## src/design/sam_ram.sv

```systemverilog
// ----------------------------------------------------------------------------
// Suffix automaton RAM
// Simple dual-port synchronous memory, one write and one registered read.
// ----------------------------------------------------------------------------
`default_nettype none

module sam_ram #(
    parameter int DATA_W = 9,
    parameter int ADDR_W = 9
) (
    input  wire logic              i_clk,
    input  wire logic              i_we,
    input  wire logic [ADDR_W-1:0] i_waddr,
    input  wire logic [DATA_W-1:0] i_wdata,
    input  wire logic [ADDR_W-1:0] i_raddr,
    output logic      [DATA_W-1:0] o_rdata
);

    logic [DATA_W-1:0] r_mem [2**ADDR_W];
    logic [DATA_W-1:0] r_rdata;

    always_ff @(posedge i_clk) begin
        if (i_we) begin
            r_mem[i_waddr] <= i_wdata;
        end
    end

    always_ff @(posedge i_clk) begin
        r_rdata <= r_mem[i_raddr];
    end

    assign o_rdata = r_rdata;

endmodule

`default_nettype wire

```

## config.mk

```make
export PLATFORM = sky130hd
export DESIGN_NAME = sam_ram
export DESIGN_NICKNAME = d
export VERILOG_FILES = /design/src/design/sam_ram.sv
export SDC_FILE = /design/constraint.sdc
export NUM_CORES = 2
export LEC_CHECK = 0
export BUFFER_PORTS_ARGS = -buffer_cell sky130_fd_sc_hd__buf_2
export CAP_MARGIN = 25
export CORE_MARGIN = 4
export CORE_UTILIZATION = 45
export CTS_BUF_LIST = sky130_fd_sc_hd__clkbuf_16
export DETAILED_ROUTE_END_ITERATION = 8
export SETUP_SLACK_MARGIN = 0.2
export SKIP_LAST_GASP = 1
export SLEW_MARGIN = 10
export SYNTH_ARGS = -nofsm -noshare
export SYNTH_HDL_FRONTEND = slang
export SYNTH_MEMORY_MAX_BITS = 65536
export SYNTH_SLANG_ARGS = --single-unit
```

## constraint.sdc

```tcl
create_clock -name i_clk -period 3 [get_ports i_clk]
set_input_delay 0.6 -clock i_clk [delete_from_list [all_inputs] [get_ports i_clk]]
set_output_delay 0.6 -clock i_clk [all_outputs]
set_load 0.02 [all_outputs]
```

==> flow_metrics.py <==
metrics = {
    "logic_synthesis": {
        "synth_cells": 8888,
        "yosys_warnings": 0,
        "post-synth-top-count-cell": "edfxtp_1",
        "netlist_area_sq_um": 179600,
        "avgSynthCellArea_sq_um": 20.21,
        "synth-edff-count": 4608,
        "seq_area_frac_synth": 0.7714,
        "synth_top_area_frac": 0.7704,
        "synth.distinct_cells": 51,
        "yosys-top-cells-area": "edfxtp_1 77%, mux4_2 9.4%, mux2i_1 4.9%",
        "async_flop_share": 0,
        "synth_top_cell_by_area": "edfxtp_1",
        "synth_common_cells": "4608 x edfxtp_1, 879 x mux2i_1, 747 x mux4_2",
        "synth_nets": 8917,
        "synthFlopType": "edfxtp_1",
        "synth_seq_cells": 4617,
    },
    "detailed_routing": {
        "drc": 0,
        "drt_wl_total_um": 495600,
        "drtIter0Drc": 12040,
        "first_pass_iters": 9,
        "via_count": 95940,
        "wl_per_cell_um": 31.04,
        "viasPerCell": 6.008,
        "final_antenna_net_count": 0,
    },
    "clocking": {
        "cts-buffers-inserted": 457,
        "cts_htree_levels": 5,
        "cts_tree": "built",
        "clock_path_buffers": 4,
        "numClockSinks": 4617,
        "clk_latency_ps": 1020,
        "clock-root-buffer": "clkbuf_16",
        "path_clk_slew_ps": 60,
    },
    "flow_run": {
        "maxCapViolCount": 0,
    },
    "global_route": {
        "grt_pass1_wl_um": 708300,
        "grt_pass1_vias": 96080,
        "grt_max_degree": 149,
        "grt.total_usage": 0.2394,
        "grt_antenna_before_repair": 35,
        "grt_remaining_overflow": 0,
    },
    "pwr": {
        "pwr-share-seq": 0.523,
        "intPower_uw": 106700,
        "p_sw_uw": 29270,
        "clock_power_share": 0.421,
        "p_comb_frac": 0.056,
        "leakagePower_uw": 0.07049,
        "power_density_nw_per_um2": 640.0,
        "ir_worst_vdd_v": 0.0007237,
        "p_sw_frac": 0.2152,
    },
    "floorplanning": {
        "die_area_sq_um": 409300,
        "chipHeight_um": 639.8,
        "die_x_um": 639.8,
        "start_util": 0.4526,
        "coreArea_sq_um": 396800,
        "num_rows": 231,
        "ios": 38,
    },
    "layout": {
        "postLayoutCellArea_sq_um": 212500,
        "drive_above_1_share": 0.2810,
        "area_delta_synth_final_pct": 18.31,
        "nets": 10340,
    },
    "placed_design": {
        "place.gp.congestion": 0.9312,
        "port_buffers": 37,
        "dp_hpwl_um": 325500,
        "placed_cell_area_sq_um": 197300,
    },
    "setup_path": {
        "critPathMaxFanout": 22,
        "arrival_ps": 3820,
        "cpPeakStageDelay_ps": 450,
        "endpoint_kind": "register",
        "start_kind": "input pin",
        "cp.required_ps": 3910,
        "cp_slowest_cell": "nand4_1",
        "cp_cell_sequence": "clkbuf_8, or2_4, buf_12, buf_12, buf_4, o221ai_1, o22ai_1, buf_4, a22oi_1, nand4_1, nand2_2, o2111a_1",
        "critPathKind": "in -> reg",
    },
    "timing": {
        "final_max_slew_viol_count": 0,
        "worstMarginPinSlew_ps": 1018,
        "period_share": 0.9712,
        "fmax_mhz": 343.2,
        "fin_tns_setup_ps": 0,
        "hold_viol": 0,
        "skew_ps": 87.16,
        "timing.hold.ws_ps": 83.68,
        "period_needed_ps": 2914,
        "rsz0062_at_grt": "yes",
        "setup_viol": 0,
        "slew_headroom": 0.3190,
    },
    "status": {
        "status": "finished, final reports clean",
    },
    "min_path": {
        "hold_path.class": "in -> reg",
    },
}
## routing by layer
layer	routed length (um)	vias to the layer above	global-route usage
met2	234900	4502	0.3808
met5	111	-	0
met1	199600	50550	0.3368
met3	43520	807	0.04475
li1	-	40070	-
met4	17530	16	0.07507
## cells by family after synthesis
logic type | synth area share
AOI/OAI and AO/OA | 0.04300
buffers and inverters | 0.01854
DFF | 0.7714
muxes | 0.1437
and+or+nand+nor | 0.02336
## layout by cell type, fill, tap and decap left out, types with 56 or more instances in the layout
cell       count
edfxtp_1    4608
buf_4       1267
mux2i_1      879
mux4_2       747
nor2_1       598
clkbuf_16    464
o221ai_1     425
buf_12       222
a21oi_1      217
o22ai_1      192
o21ai_0      125
nand2_1      111
clkinv_1     109
clkinv_2      91
inv_1         80
nand4_1       66
bufinv_16     56
## what timing repair did
| item | in CTS | in global routing |
|---|---|---|
| endpoints found under the setup margin | 4 | 5 |
| hold buffers | 3 | 0 |
| resized for setup | 5 | 6 |
| pin swaps | 0 | 0 |
| cloned | 0 | 0 |
| hold endpoints to repair | 32 | 0 |
| setup buffers | 0 | 0 |
## worst max-delay path: cells and delay by family
family	cells	cell delay, ps
AO/OA/AOI/OAI	4	1110
buffers and inverters	5	880
AND/OR/NAND/NOR	3	1130
## worst paths after layout
kind | startpoint | to | slack, ps | cells after the start
worst max-delay path | i_raddr[2] | o_rdata[7] | 90 | 12
worst min-delay path | i_wdata[0] | r_mem[471][0] | 80 | 1
worst max register to register | r_mem[13][2] | o_rdata[2] | 290 | 9
worst min register to register | r_mem[118][8] | o_rdata[8] | 1070 | 6
## power by group through the flow
stage | sequential [uW] | clock (uW) | combinational, uW
final | 71100 | 57200 | 7640
after CTS | 71100 | 58000 | 7650
after global routing | 71100 | 60900 | 7990
after global placement | 72500 | 0 | 7510
after floorplan | 72500 | 0 | 3410
after detailed placement | 72500 | 0 | 7620
## registers in the layout, indices dropped and copies added, names as in the netlist
| name | cells |
|---|---|
| o_rdata | 9 |
| r_mem | 4608 |
## per-stage QoR
step,total power [uW],utilization,worst slack (ps),std cells
after detailed placement,80130,0.4973,-986.1,15100
after global routing,140000,0.5355,178.2,15960
after global placement,80010,0.4972,-1008,15090
after CTS,136800,0.5353,215.7,15950
final,136000,0.5355,86.45,15970
after floorplan,75880,-,364.1,8888
## final cells by class
| class | count | area (sq um) |
|---|---|---|
| diodes | 20 | 50.05 |
| clock buffers | 464 | 11610 |
| clock inverters | 388 | 3445 |
| fillers | 30410 | 184300 |
| inverters | 4 | 23.77 |
| multi-input cells | 3705 | 37960 |
| flip-flops and latches | 4617 | 138600 |
| well taps | 5242 | 6559 |
| repair buffers | 1530 | 14310 |
Note: power is estimated with default switching activity, not from simulation.
